`src/rtl/d4wt_pkg.sv`:
```
// Shared constants, types and coefficient table of the D4 wavelet transform core.
package d4wt_pkg;

  localparam int MAX_LOG2 = 10;
  localparam int DEPTH    = 1 << MAX_LOG2;
  localparam int ADDR_W   = MAX_LOG2;
  localparam int LEN_W    = MAX_LOG2 + 1;
  localparam int PAIR_W   = MAX_LOG2 - 1;
  localparam int DATA_W   = 32;
  localparam int COEF_W   = 18;
  localparam int PROD_W   = DATA_W + COEF_W;
  localparam int ACC_W    = PROD_W + 2;
  localparam int RND_SH   = 16;

  localparam logic REG_DIRECTION   = 1'b0;
  localparam logic REG_LOG2_LENGTH = 1'b1;

  localparam logic OP_LOAD = 1'b0;
  localparam logic OP_READ = 1'b1;

  localparam logic signed [COEF_W-1:0] K0 = 18'sd31651;
  localparam logic signed [COEF_W-1:0] K1 = 18'sd54822;
  localparam logic signed [COEF_W-1:0] K2 = 18'sd14689;
  localparam logic signed [COEF_W-1:0] K3 = -18'sd8481;

  typedef enum logic [1:0] {
    ST_IDLE,
    ST_FETCH,
    ST_MAC,
    ST_COPY
  } d4wt_state_e;

  typedef struct packed {
    logic              io_load;
    logic              io_read;
    logic              out_load;
    logic              fetch;
    logic [1:0]        tap;
    logic              cap;
    logic [1:0]        cap_sel;
    logic              mul;
    logic [2:0]        mul_sel;
    logic              acc;
    logic              acc_first;
    logic              wr_work;
    logic              wr_hi;
    logic              cpy_rd;
    logic              cpy_wr;
    logic [ADDR_W-1:0] cpy_addr;
    logic [PAIR_W-1:0] pair;
    logic [LEN_W-1:0]  len;
    logic              dir;
  } d4wt_cmd_t;

  // sel[2] picks the second filter, sel[1:0] the tap
  function automatic logic signed [COEF_W-1:0] d4wt_coef(input logic dir,
                                                         input logic [2:0] sel);
    logic signed [COEF_W-1:0] c;
    c = K0;
    case ({dir, sel})
      4'b0_000: c = K0;
      4'b0_001: c = K1;
      4'b0_010: c = K2;
      4'b0_011: c = K3;
      4'b0_100: c = K3;
      4'b0_101: c = -K2;
      4'b0_110: c = K1;
      4'b0_111: c = -K0;
      4'b1_000: c = K2;
      4'b1_001: c = K1;
      4'b1_010: c = K0;
      4'b1_011: c = K3;
      4'b1_100: c = K3;
      4'b1_101: c = -K0;
      4'b1_110: c = K1;
      4'b1_111: c = -K2;
      default:  c = K0;
    endcase
    return c;
  endfunction

endpackage

```
`src/rtl/d4wt_ctrl.sv`:
```
// Controller: handshakes, configuration registers and the level/pair sequencer.
module d4wt_ctrl import d4wt_pkg::*; (
  input  logic      clk_i,
  input  logic      rst_ni,
  input  logic      cfg_we_i,
  input  logic      cfg_idx_i,
  input  logic [3:0] cfg_data_i,
  input  logic      in_valid_i,
  input  logic      in_op_i,
  input  logic      in_last_i,
  output logic      in_ready_o,
  input  logic      out_ready_i,
  output logic      out_valid_o,
  output d4wt_cmd_t cmd_o
);

  d4wt_state_e       state_q, state_d;
  logic [LEN_W-1:0]  cnt_q, cnt_d;
  logic [PAIR_W-1:0] pair_q, pair_d;
  logic [LEN_W-1:0]  len_q, len_d;
  logic              dir_q;
  logic [3:0]        log2_q;
  logic              rd_pend_q, rd_pend_d;
  logic              out_valid_q, out_valid_d;

  logic              accept;
  logic              start;
  logic [3:0]        lg_eff;
  logic [LEN_W-1:0]  full_len;
  logic [ADDR_W-1:0] half;
  logic              last_pair;

  assign lg_eff    = (log2_q > 4'(MAX_LOG2)) ? 4'(MAX_LOG2) : log2_q;
  assign full_len  = LEN_W'(1) << lg_eff;
  assign half      = len_q[LEN_W-1:1];
  assign last_pair = ({1'b0, pair_q} == (half - ADDR_W'(1)));

  assign in_ready_o  = (state_q == ST_IDLE) && !rd_pend_q;
  assign accept      = in_valid_i && in_ready_o;
  assign start       = accept && (in_op_i == OP_LOAD) && in_last_i && (log2_q >= 4'd2);
  assign out_valid_o = out_valid_q;

  always_ff @(posedge clk_i or negedge rst_ni) begin
    if (!rst_ni) begin
      dir_q  <= 1'b0;
      log2_q <= 4'(MAX_LOG2);
    end else if (cfg_we_i) begin
      case (cfg_idx_i)
        REG_DIRECTION:   dir_q  <= cfg_data_i[0];
        REG_LOG2_LENGTH: log2_q <= cfg_data_i;
        default:         dir_q  <= dir_q;
      endcase
    end
  end

  always_ff @(posedge clk_i or negedge rst_ni) begin
    if (!rst_ni) begin
      state_q     <= ST_IDLE;
      cnt_q       <= '0;
      pair_q      <= '0;
      len_q       <= '0;
      rd_pend_q   <= 1'b0;
      out_valid_q <= 1'b0;
    end else begin
      state_q     <= state_d;
      cnt_q       <= cnt_d;
      pair_q      <= pair_d;
      len_q       <= len_d;
      rd_pend_q   <= rd_pend_d;
      out_valid_q <= out_valid_d;
    end
  end

  always_comb begin
    state_d     = state_q;
    cnt_d       = cnt_q;
    pair_d      = pair_q;
    len_d       = len_q;
    cmd_o       = '0;
    cmd_o.pair  = pair_q;
    cmd_o.len   = len_q;
    cmd_o.dir   = dir_q;

    cmd_o.io_load  = accept && (in_op_i == OP_LOAD);
    cmd_o.io_read  = accept && (in_op_i == OP_READ);
    cmd_o.out_load = rd_pend_q && (!out_valid_q || out_ready_i);

    rd_pend_d   = cmd_o.io_read ? 1'b1 : (cmd_o.out_load ? 1'b0 : rd_pend_q);
    out_valid_d = cmd_o.out_load ? 1'b1 : (out_ready_i ? 1'b0 : out_valid_q);

    case (state_q)
      ST_IDLE: begin
        if (start) begin
          state_d = ST_FETCH;
          cnt_d   = '0;
          pair_d  = '0;
          len_d   = dir_q ? LEN_W'(4) : full_len;
        end
      end
      ST_FETCH: begin
        cmd_o.fetch   = (cnt_q < LEN_W'(4));
        cmd_o.tap     = cnt_q[1:0];
        cmd_o.cap     = (cnt_q != '0);
        cmd_o.cap_sel = 2'(cnt_q - LEN_W'(1));
        if (cnt_q == LEN_W'(4)) begin
          state_d = ST_MAC;
          cnt_d   = '0;
        end else begin
          cnt_d = cnt_q + LEN_W'(1);
        end
      end
      ST_MAC: begin
        cmd_o.mul       = (cnt_q < LEN_W'(8));
        cmd_o.mul_sel   = cnt_q[2:0];
        cmd_o.acc       = (cnt_q >= LEN_W'(1)) && (cnt_q <= LEN_W'(8));
        cmd_o.acc_first = (cnt_q == LEN_W'(1)) || (cnt_q == LEN_W'(5));
        cmd_o.wr_work   = (cnt_q == LEN_W'(5)) || (cnt_q == LEN_W'(9));
        cmd_o.wr_hi     = (cnt_q == LEN_W'(9));
        if (cnt_q == LEN_W'(9)) begin
          cnt_d = '0;
          if (last_pair) begin
            state_d = ST_COPY;
          end else begin
            state_d = ST_FETCH;
            pair_d  = pair_q + PAIR_W'(1);
          end
        end else begin
          cnt_d = cnt_q + LEN_W'(1);
        end
      end
      ST_COPY: begin
        cmd_o.cpy_rd   = (cnt_q < len_q);
        cmd_o.cpy_wr   = (cnt_q != '0);
        cmd_o.cpy_addr = cnt_q[ADDR_W-1:0];
        if (cnt_q == len_q) begin
          cnt_d  = '0;
          pair_d = '0;
          if (dir_q ? (len_q == full_len) : (len_q == LEN_W'(4))) begin
            state_d = ST_IDLE;
          end else begin
            state_d = ST_FETCH;
            len_d   = dir_q ? (len_q << 1) : (len_q >> 1);
          end
        end else begin
          cnt_d = cnt_q + LEN_W'(1);
        end
      end
      default: begin
        state_d = ST_IDLE;
      end
    endcase
  end

endmodule

```
`config.mk`:
```
export PLATFORM = sky130hd
export DESIGN_NAME = d4wt_ctrl
export DESIGN_NICKNAME = d
export VERILOG_FILES = /design/src/rtl/d4wt_pkg.sv /design/src/rtl/d4wt_ctrl.sv
export SDC_FILE = /design/constraint.sdc
export NUM_CORES = 1
export LEC_CHECK = 0
export ABC_AREA = 1
export BUFFER_PORTS_ARGS = -buffer_cell sky130_fd_sc_hd__buf_2
export CAP_MARGIN = 25
export CELL_PAD_IN_SITES_DETAIL_PLACEMENT = 1
export CELL_PAD_IN_SITES_GLOBAL_PLACEMENT = 1
export CORE_MARGIN = 1
export CORE_UTILIZATION = 43
export DETAILED_ROUTE_END_ITERATION = 10
export PLACE_DENSITY = 0.85
export RECOVER_POWER = 25
export SLEW_MARGIN = 20
export SYNTH_ARGS = -nofsm -noshare
export SYNTH_HDL_FRONTEND = slang
export SYNTH_SLANG_ARGS = --single-unit
```
`constraint.sdc`:
```
create_clock -name clk_i -period 4.2 [get_ports clk_i]
set_input_delay 0.42 -clock clk_i [delete_from_list [all_inputs] [get_ports clk_i]]
set_output_delay 0.42 -clock clk_i [all_outputs]
set_load 0.1 [all_outputs]
```
==> results of run 1 <==
[where the power goes]
group,leakage [nW],internal [mW],total [mW],switching [mW]
clock,0.0541,0.176,0.338,0.162
sequential,0.533,0.468,0.619,0.151
combinational,1.56,0.512,2.32,1.81
total,2.15,1.16,3.28,2.12
[cell usage after synthesis, types with 9 or more instances]
master,n
nand4_1,12
o21ai_0,34
a21oi_1,26
nor3_1,15
nor2_1,53
xor2_1,14
dfrtp_1,38
xnor2_1,9
nand2_1,126
ha_1,21
nand3_1,43
inv_1,61
[flip-flops by register name, indices dropped and copies added (netlist names)]
signal and cells:
cnt_q 11, dir_q 1, pair_q 9, len_q 11, rd_pend_q 1, state_q 2
log2_q 4, out_valid_o 1
[stage by stage]
step | total power [mW] | hold WS (ns) | utilization (%) | setup slack, ns
2_1_floorplan | 2.49 | 0.124 | - | 0.458
3_5_place_dp | 2.93 | 0.509 | 48.7 | 1.34
4_1_cts | 3.28 | 0.306 | 50.2 | 1.19
3_3_place_gp | 2.85 | 0.498 | 48.7 | 1.56
6_report | 3.28 | 0.159 | 50.2 | 1.18
5_1_grt | 3.49 | 0.211 | 50.2 | 1.06
[final cells by class]
type,count,area [sq um]
clock buffers,5,68.8
fillers,1086,3830
clock inverters,3,42.5
flip-flops and latches,40,1000
repair buffers,64,318
multi-input cells,385,2050
inverters,66,248
well taps,102,128
[cells by family (layout without fill, tap and decap cells)]
group           after synthesis  in the layout
compound gates               69             69
xor+xnor                     24             24
fa+ha+maj                    21             21
buf+inv                      86            138
flops                        40             40
simple gates                271            271
[metal layers]
metal	wire length, microns	part of all wire [%]	vias up
met3	387	3.6	15
li1	-	-	1754
met5	0	0	-
met4	200	1.9	0
met2	5440	51	82
met1	4660	44	1769
[worst max-delay path by stage]
stage	endpoint	slack [ns]
after detailed placement	pair_q[2]	1.34
after floorplan	cmd_o[32]	0.46
after global placement	pair_q[4]	1.56
final	cmd_o[32]	1.18
after CTS	cmd_o[31]	1.19
after global routing	cmd_o[34]	1.06
==> flow_metrics.py, run 1 <==
metrics = {
    "timing": {
        "hold_violations": 0,
        "grt_setup_unrepaired": "false",
        "fin_skew_ns": 0.0115,
        "max_clock_freq_ghz": 0.332,
        "tns_ns": 0,
        "slew_headroom_pct": -11.1,
        "finalCriticalPeriod_ns": 3.02,
        "setup_viol": 0,
        "period_share_pct": 71.8,
        "worst_pin_slew_ns": 1.67,
        "slew_violations": 28,
    },
    "critical_path": {
        "r2r_setup_slack_ns": 1.29,
        "worstReg2RegStart": "state_q[1]",
        "arrival_ns": 2.60,
        "required_ns": 3.78,
        "cp_cell_sequence": "inv_1, ha_1, a21oi_1, o21ai_0, a31oi_1, o21ai_0, nand3_1, a21oi_1, nor2_1, buf_2",
        "path_max_fanout": 5,
        "path_buf_inv": 2,
        "cp_top_family": "buffers and inverters",
        "reg2reg_to": "pair_q[5]",
        "reg2regPathDepth": 14,
        "startpoint": "len_q[2]",
        "crit_type": "reg -> out",
        "crit_cells": 10,
        "start_kind": "flip-flop",
        "max_stage_delay_ns": 0.45,
        "crit_path_end_kind": "primary output",
        "crit_slowest_cell": "buf_2",
    },
    "global_routing": {
        "grt_first_pass_wirelength_microns": 18100,
        "grt_util_met1_pct": 33.9,
        "grt_usage_pct": 27.1,
        "grt.busiest_layer": "met2",
        "met3_usage_pct": 2.93,
        "grt_start_max_net_pins": 41,
        "grt.met2_usage_pct": 48.6,
        "grt_pass1_vias": 3635,
        "antenna_found_initial": 0,
        "grt_overflow_total": 0,
    },
    "synth": {
        "yosys.area_share.simple_pct": 35.0,
        "ys_types": 38,
        "synthAdderAreaFrac_pct": 7.70,
        "syn_inst": 511,
        "syn_area_per_cell_sq_um": 6.68,
        "synth_area_leaders": "dfrtp_1 28%, nand2_1 14%, ha_1 7.7%",
        "synth_top_family_by_area": "simple AND/OR/NAND/NOR gates",
        "synthMuxAreaShare_pct": 0,
        "synth_compound_area_share_pct": 10.7,
        "synth_area_sq_mm": 0.00341,
        "synth_edf_count": 0,
        "ys_seq_elements": 40,
        "ys_warn_count": 0,
        "synth.top_cell.area_share_pct": 27.9,
        "yosysSeqAreaShare_pct": 29.4,
        "async_flop_share_pct": 100,
        "syn_nets": 544,
        "synthXorXnorAreaFrac_pct": 6.56,
        "yosys.area.top_type": "dfrtp_1",
        "synth-main-ff-cell": "dfrtp_1",
    },
    "floorplanning": {
        "die_h_microns": 91.1,
        "die_area_sq_mm": 0.00830,
        "ioPinCount": 64,
        "start_util_pct": 44.4,
        "rows": 32,
        "core_sq_mm": 0.00769,
        "die_w_microns": 91.1,
    },
    "cts": {
        "cts_hold_buf": 0,
        "cts_htree_levels": 2,
        "clk_pin_slew_ns": 0.09,
        "clock_latency_ns": 0.31,
        "cts_tree": "yes",
        "ctsResizeCount": 0,
        "cts_setup_buffers": 0,
        "clock_sinks": 40,
        "clockBufferDepth": 2,
        "cts_root_buffer": "clkbuf_8",
        "cts_made_buffers": 5,
    },
    "place": {
        "placed_area_sq_mm": 0.00375,
        "place_inst": 656,
        "dp.final_hpwl_microns": 8130,
        "io_buffers": 63,
        "gp_congestion": 0.865,
    },
    "final_layout": {
        "final_cell_mix": "126 x nand2_1, 62 x buf_2, 61 x inv_1",
        "area_growth_pct": 13.1,
        "nNetsFinal": 595,
        "final_cells": 665,
        "drive_gt1_share_pct": 16.0,
        "fin_area_sq_mm": 0.00386,
        "layout_commonest_cell": "nand2_1",
        "antenna_cells": 0,
    },
    "routing": {
        "drt_iter0_drc": 142,
        "drc": 0,
        "via_count": 3620,
        "ant_nets": 0,
        "vias_per_cell": 5.44,
        "dr.pass1.iters": 4,
        "wl_per_cell_microns": 16.1,
        "drt-total-wl_microns": 10700,
    },
    "status": {
        "status": "complete, but fails checks",
        "violations": "capacitance limit, slew limit",
    },
    "flow_run": {
        "cap_violations": 1,
    },
    "min_path": {
        "worstHoldPathType": "in -> async",
    },
    "pwr": {
        "vdd_drop_max_mv": 0.438,
        "cellPowerDensity_mw_per_mm2": 849,
        "power.static_leakage_nw": 2.15,
    },
}
Power figures use the tool's default switching activity.
==> run 2: changes to the inputs <==
Settings changed: CORE_UTILIZATION 43 to 40, PLACE_DENSITY 0.85 to 0.79.
Clock period 4.2 ns to 2.83 ns, I/O delays scaled along.
==> run 2 against run 1 <==
Net effect: the flow now finishes without violations; die area increased by 7.3%; cell count increased by 2.0%; worst hold slack improved by 0.028 ns; count of clock-buffer cells in the layout is 1 higher; total power up 52%; first-iteration DRC count grew 3.5%; non-clock buffer count is 10 higher; final area rose by 4.2%; wire length is 5.3% higher; combinational power grew 58%; global-route usage fell by 0.27 points.
==> flow_metrics.py, run 2 (synthesis results as in run 1) <==
metrics = {
    "status": {
        "status": "finished, final reports clean",
    },
    "pwr": {
        "vdd_drop_max_mv": 0.749,
        "swShare_pct": 64.9,
        "cellPowerDensity_mw_per_mm2": 1240,
        "p_sw_mw": 3.24,
        "power.static_leakage_nw": 2.20,
        "share_seq_of_total_power_pct": 17.8,
        "p_int_mw": 1.75,
        "totalPowerFinal_mw": 4.99,
        "combPwrFrac_pct": 73.6,
        "clkPwrFrac_pct": 8.6,
    },
    "final_layout": {
        "drive_gt1_share_pct": 19.4,
        "largestRegisters": "cnt_q (11), len_q (11), pair_q (9)",
        "seqCellArea_sq_mm": 0.00101,
        "layout_commonest_cell": "nand2_1",
        "multiInputGateArea_sq_mm": 0.00212,
        "nNetsFinal": 605,
        "final_cell_mix": "124 x nand2_1, 60 x buf_2, 59 x inv_1",
        "area_growth_pct": 17.8,
        "antenna_cells": 0,
        "fin_area_sq_mm": 0.00402,
        "finish.utilization_pct": 48.9,
        "fill_cells": 1113,
    },
    "cts": {
        "clk_pin_slew_ns": 0.09,
        "cts_made_buffers": 5,
        "clock_latency_ns": 0.30,
        "cts_root_buffer": "clkbuf_8",
        "cts_tree": "yes",
        "cts_htree_levels": 2,
        "clock_sinks": 40,
        "clockBufferDepth": 2,
    },
    "critical_path": {
        "crit_path_end_kind": "primary output",
        "worstReg2RegStart": "dir_q",
        "startpoint": "len_q[1]",
        "required_ns": 2.55,
        "path_max_fanout": 7,
        "arrival_ns": 2.30,
        "crit_type": "reg -> out",
        "start_kind": "flip-flop",
    },
    "place": {
        "io_buffers": 63,
        "gp_congestion": 0.845,
        "dp.final_hpwl_microns": 8460,
        "pre_cts_slack_ns": 0.303,
        "placed_area_sq_mm": 0.00388,
    },
    "timing": {
        "max_clock_freq_ghz": 0.387,
        "hold_violations": 0,
        "slew_violations": 0,
        "whs_ns": 0.187,
        "grt_setup_unrepaired": "false",
        "slew_headroom_pct": 21.9,
        "finalCriticalPeriod_ns": 2.58,
        "setup_viol": 0,
        "setup_ws_ns": 0.246,
        "fin_skew_ns": 0.00795,
        "period_share_pct": 91.3,
        "worst_pin_slew_ns": 1.17,
    },
    "min_path": {
        "min_from": "cfg_we_i",
        "worstHoldPathType": "in -> reg",
    },
    "floorplanning": {
        "core_sq_mm": 0.00822,
        "ioPinCount": 64,
        "rows": 33,
        "start_util_pct": 41.5,
        "die_w_microns": 94.4,
        "die_h_microns": 94.4,
        "die_area_sq_mm": 0.00891,
    },
    "routing": {
        "vias_per_cell": 5.36,
        "wl_per_cell_microns": 16.6,
        "drt-total-wl_microns": 11300,
        "ant_nets": 0,
        "via_count": 3636,
        "dr.pass1.iters": 4,
        "drc": 0,
        "drt_iter0_drc": 147,
    },
    "global_routing": {
        "grt_pass1_vias": 3730,
        "grt_first_pass_wirelength_microns": 18700,
        "grt_overflow_total": 0,
        "grt_start_max_net_pins": 41,
        "grt_usage_pct": 26.8,
        "antenna_found_initial": 0,
    },
    "flow_run": {
        "cap_violations": 0,
    },
}
[run 2: critical path, stage by stage (launching register included)]
cell      delay, ns
dfrtp_2        0.48
inv_2          0.09
ha_1           0.31
nand2_1        0.05
o21ai_0        0.16
a31oi_1        0.09
o21ai_0        0.16
nand3_1        0.09
a21oi_1        0.24
nor2_4         0.05
clkbuf_4       0.28
[run 2: layout make-up]
| type | count | share of cell area [%] |
|---|---|---|
| flip-flops and latches | 40 | 25.0 |
| inverters | 66 | 6.16 |
| clock buffers | 6 | 2.05 |
| repair buffers | 74 | 10.5 |
| clock inverters | 2 | 0.373 |
| multi-input cells | 385 | 52.7 |
| well taps | 105 | 3.27 |
[run 2: through the flow]
step / std cells / setup TNS, ns
after global routing: 678 / 0
after global placement: 668 / 0
final: 678 / 0
after floorplan: 511 / -0.558
after CTS: 676 / 0
after detailed placement: 668 / 0
[run 2: power by group through the flow]
stage | sequential (mW) | combinational [mW] | clock (mW)
floorplan | 1.41 | 2.38 | 0
global placement | 0.882 | 3.55 | 0
detailed placement | 0.896 | 3.63 | 0
CTS | 0.888 | 3.65 | 0.435
global route | 0.912 | 3.95 | 0.458
finish | 0.890 | 3.67 | 0.429
[run 2: final timing paths]
check                               to  slack, ns  cells past startpoint
min                              dir_q       0.19                      2
max                          cmd_o[32]       0.25                     10
min reg2reg                out_valid_o       0.53                      2
max in group asynchronous    log2_q[3]       1.33                      3
min in group asynchronous     len_q[8]       0.73                      2
max reg2reg                   len_q[2]       0.42                     11
[run 2: repair_timing]
item,4_1_cts,5_1_grt
buffers inserted,0,0
hold buffers,0,1
gates resized for setup,0,5
setup endpoints to repair,0,5
hold endpoints to repair,0,17
[run 2: routing by layer]
layer	share of wire (%)	wire length (microns)	up-vias	GRT usage [%]
met3	3.8	428	11	2.90
met2	50	5640	83	47.5
li1	-	-	1768	-
met5	0	0	-	0
met1	45	5080	1774	35.0
met4	1.0	114	0	5.64
==> run 3: changes to the inputs <==
Settings changed: PLACE_DENSITY 0.79 to 0.89.
==> run 3 against run 2 <==
Net effect: final area increased by 0.22%; clock power up 12%; worst hold slack gained 0.025 ns; wire length up 2.3%; non-clock buffer count rose by 1; global-route usage is 0.49 points higher; core utilization rose by 0.11 points; total power is 1.1% higher; largest power group unchanged.
==> flow_metrics.py, run 3 (synthesis results as in run 1) <==
metrics = {
    "min_path": {
        "min_path_cells": 2,
        "hold_end": "dir_q",
        "min_from": "cfg_we_i",
        "worstHoldPathType": "in -> reg",
    },
    "timing": {
        "max_clock_freq_ghz": 0.369,
        "hold_violations": 0,
        "fin_skew_ns": 0.00791,
        "worst_pin_slew_ns": 1.20,
        "grt_setup_unrepaired": "false",
        "finalCriticalPeriod_ns": 2.71,
        "slew_headroom_pct": 20.2,
        "setup_viol": 0,
        "period_share_pct": 95.8,
        "tns_ns": 0,
        "slew_violations": 0,
        "setup_ws_ns": 0.119,
    },
    "routing": {
        "dr.pass1.iters": 4,
        "drc": 0,
        "wl_per_cell_microns": 17.0,
        "vias_per_cell": 5.46,
        "drt_iter0_drc": 180,
        "drt-total-wl_microns": 11500,
        "via_count": 3708,
        "ant_nets": 0,
    },
    "floorplanning": {
        "die_area_sq_mm": 0.00891,
        "ioPinCount": 64,
        "die_h_microns": 94.4,
        "start_util_pct": 41.5,
        "rows": 33,
        "die_w_microns": 94.4,
        "core_sq_mm": 0.00822,
    },
    "critical_path": {
        "r2r_setup_slack_ns": 0.42,
        "crit_path_end_kind": "primary output",
        "worstReg2RegStart": "len_q[7]",
        "reg2regPathDepth": 12,
        "required_ns": 2.55,
        "crit_type": "reg -> out",
        "reg2reg_to": "pair_q[2]",
        "start_kind": "flip-flop",
        "path_max_fanout": 6,
        "arrival_ns": 2.43,
    },
    "cts": {
        "clock_sinks": 40,
        "cts_setup_buffers": 0,
        "cts_htree_levels": 2,
        "cts_made_buffers": 5,
        "clockBufferDepth": 2,
        "cts_root_buffer": "clkbuf_8",
        "cts_tree": "yes",
        "clk_pin_slew_ns": 0.09,
        "clock_latency_ns": 0.30,
    },
    "place": {
        "gp_congestion": 0.923,
        "dp.final_hpwl_microns": 8720,
        "io_buffers": 63,
        "pre_cts_slack_ns": 0.437,
        "place_inst": 669,
        "placed_area_sq_mm": 0.00388,
    },
    "final_layout": {
        "fin_area_sq_mm": 0.00403,
        "largestRegisters": "cnt_q (11), len_q (11), pair_q (9)",
        "layout_commonest_cell": "nand2_1",
        "area_growth_pct": 18.1,
        "drive_gt1_share_pct": 19.0,
        "final_cells": 679,
        "antenna_cells": 0,
        "final_cell_mix": "125 x nand2_1, 62 x buf_2, 59 x inv_1",
        "nNetsFinal": 606,
        "finish.utilization_pct": 49.0,
    },
    "global_routing": {
        "grt_pass1_vias": 3761,
        "grt_usage_pct": 27.3,
        "grt_start_max_net_pins": 41,
        "grt_overflow_total": 0,
        "grt_first_pass_wirelength_microns": 18800,
        "antenna_found_initial": 0,
    },
    "pwr": {
        "combPwrFrac_pct": 73.1,
        "p_sw_mw": 3.23,
        "vdd_drop_max_mv": 0.821,
        "share_seq_of_total_power_pct": 17.4,
        "swShare_pct": 64.1,
        "power.static_leakage_nw": 2.21,
        "p_int_mw": 1.81,
        "clkPwrFrac_pct": 9.5,
        "cellPowerDensity_mw_per_mm2": 1250,
    },
    "status": {
        "status": "finished, final reports clean",
    },
    "flow_run": {
        "cap_violations": 0,
    },
}
[run 3: worst max-delay path by stage]
stage	cells after the start	endpoint	startpoint
2_1_floorplan	6	cmd_o[40]	state_q[0]
3_3_place_gp	9	cmd_o[34]	cnt_q[6]
3_5_place_dp	9	cmd_o[34]	cnt_q[6]
4_1_cts	9	cmd_o[34]	cnt_q[6]
5_1_grt	9	cmd_o[32]	len_q[4]
6_report	9	cmd_o[32]	len_q[4]
[run 3: metrics by stage]
step | total power, mW | hold slack, ns
3_3_place_gp | 4.41 | 0.458
2_1_floorplan | 3.79 | -0.0126
5_1_grt | 5.35 | 0.207
4_1_cts | 5.04 | 0.150
3_5_place_dp | 4.53 | 0.478
6_report | 5.04 | 0.212
[run 3: what timing repair did]
item / in CTS / in global routing
gates resized for setup: 0 / 1
setup endpoints to repair: 0 / 5
hold buffers: 0 / 1
endpoints found under the hold margin: 0 / 18
[run 3: layout make-up]
cell class | instances | area, sq um
Inverter | 66 | 248
Fill cell | 1115 | 4190
Tap cell | 105 | 131
Timing Repair Buffer | 75 | 423
Multi-Input combinational cell | 385 | 2120
Clock inverter | 2 | 35.0
Clock buffer | 6 | 72.6
Sequential cell | 40 | 1000
[run 3: worst max-delay path, cell delays in order (launching register included)]
cell	delay [ns]
dfrtp_1	0.43
inv_1	0.27
ha_1	0.32
a21o_1	0.17
a31oi_1	0.12
o21ai_0	0.09
nand3_1	0.08
a21oi_1	0.12
nor2_4	0.09
buf_2	0.42
[run 3: per-layer routing]
layer  wire length [microns]  part of all wire [%]  GRT usage [%]  vias to the layer above
met5                       0                     0              0                        -
met1                    4870                    42           34.3                     1814
met3                     506                   4.4           4.59                       18
li1                        -                     -              -                     1771
met4                     200                   1.7           8.59                        0
met2                    5940                    52           47.4                      105
[run 3: power by group through the flow]
stage,logic (mW),registers [mW],clock network [mW]
2_1_floorplan,2.38,1.41,0
3_3_place_gp,3.54,0.873,0
3_5_place_dp,3.64,0.888,0
4_1_cts,3.67,0.877,0.489
5_1_grt,3.94,0.895,0.509
6_report,3.68,0.877,0.479
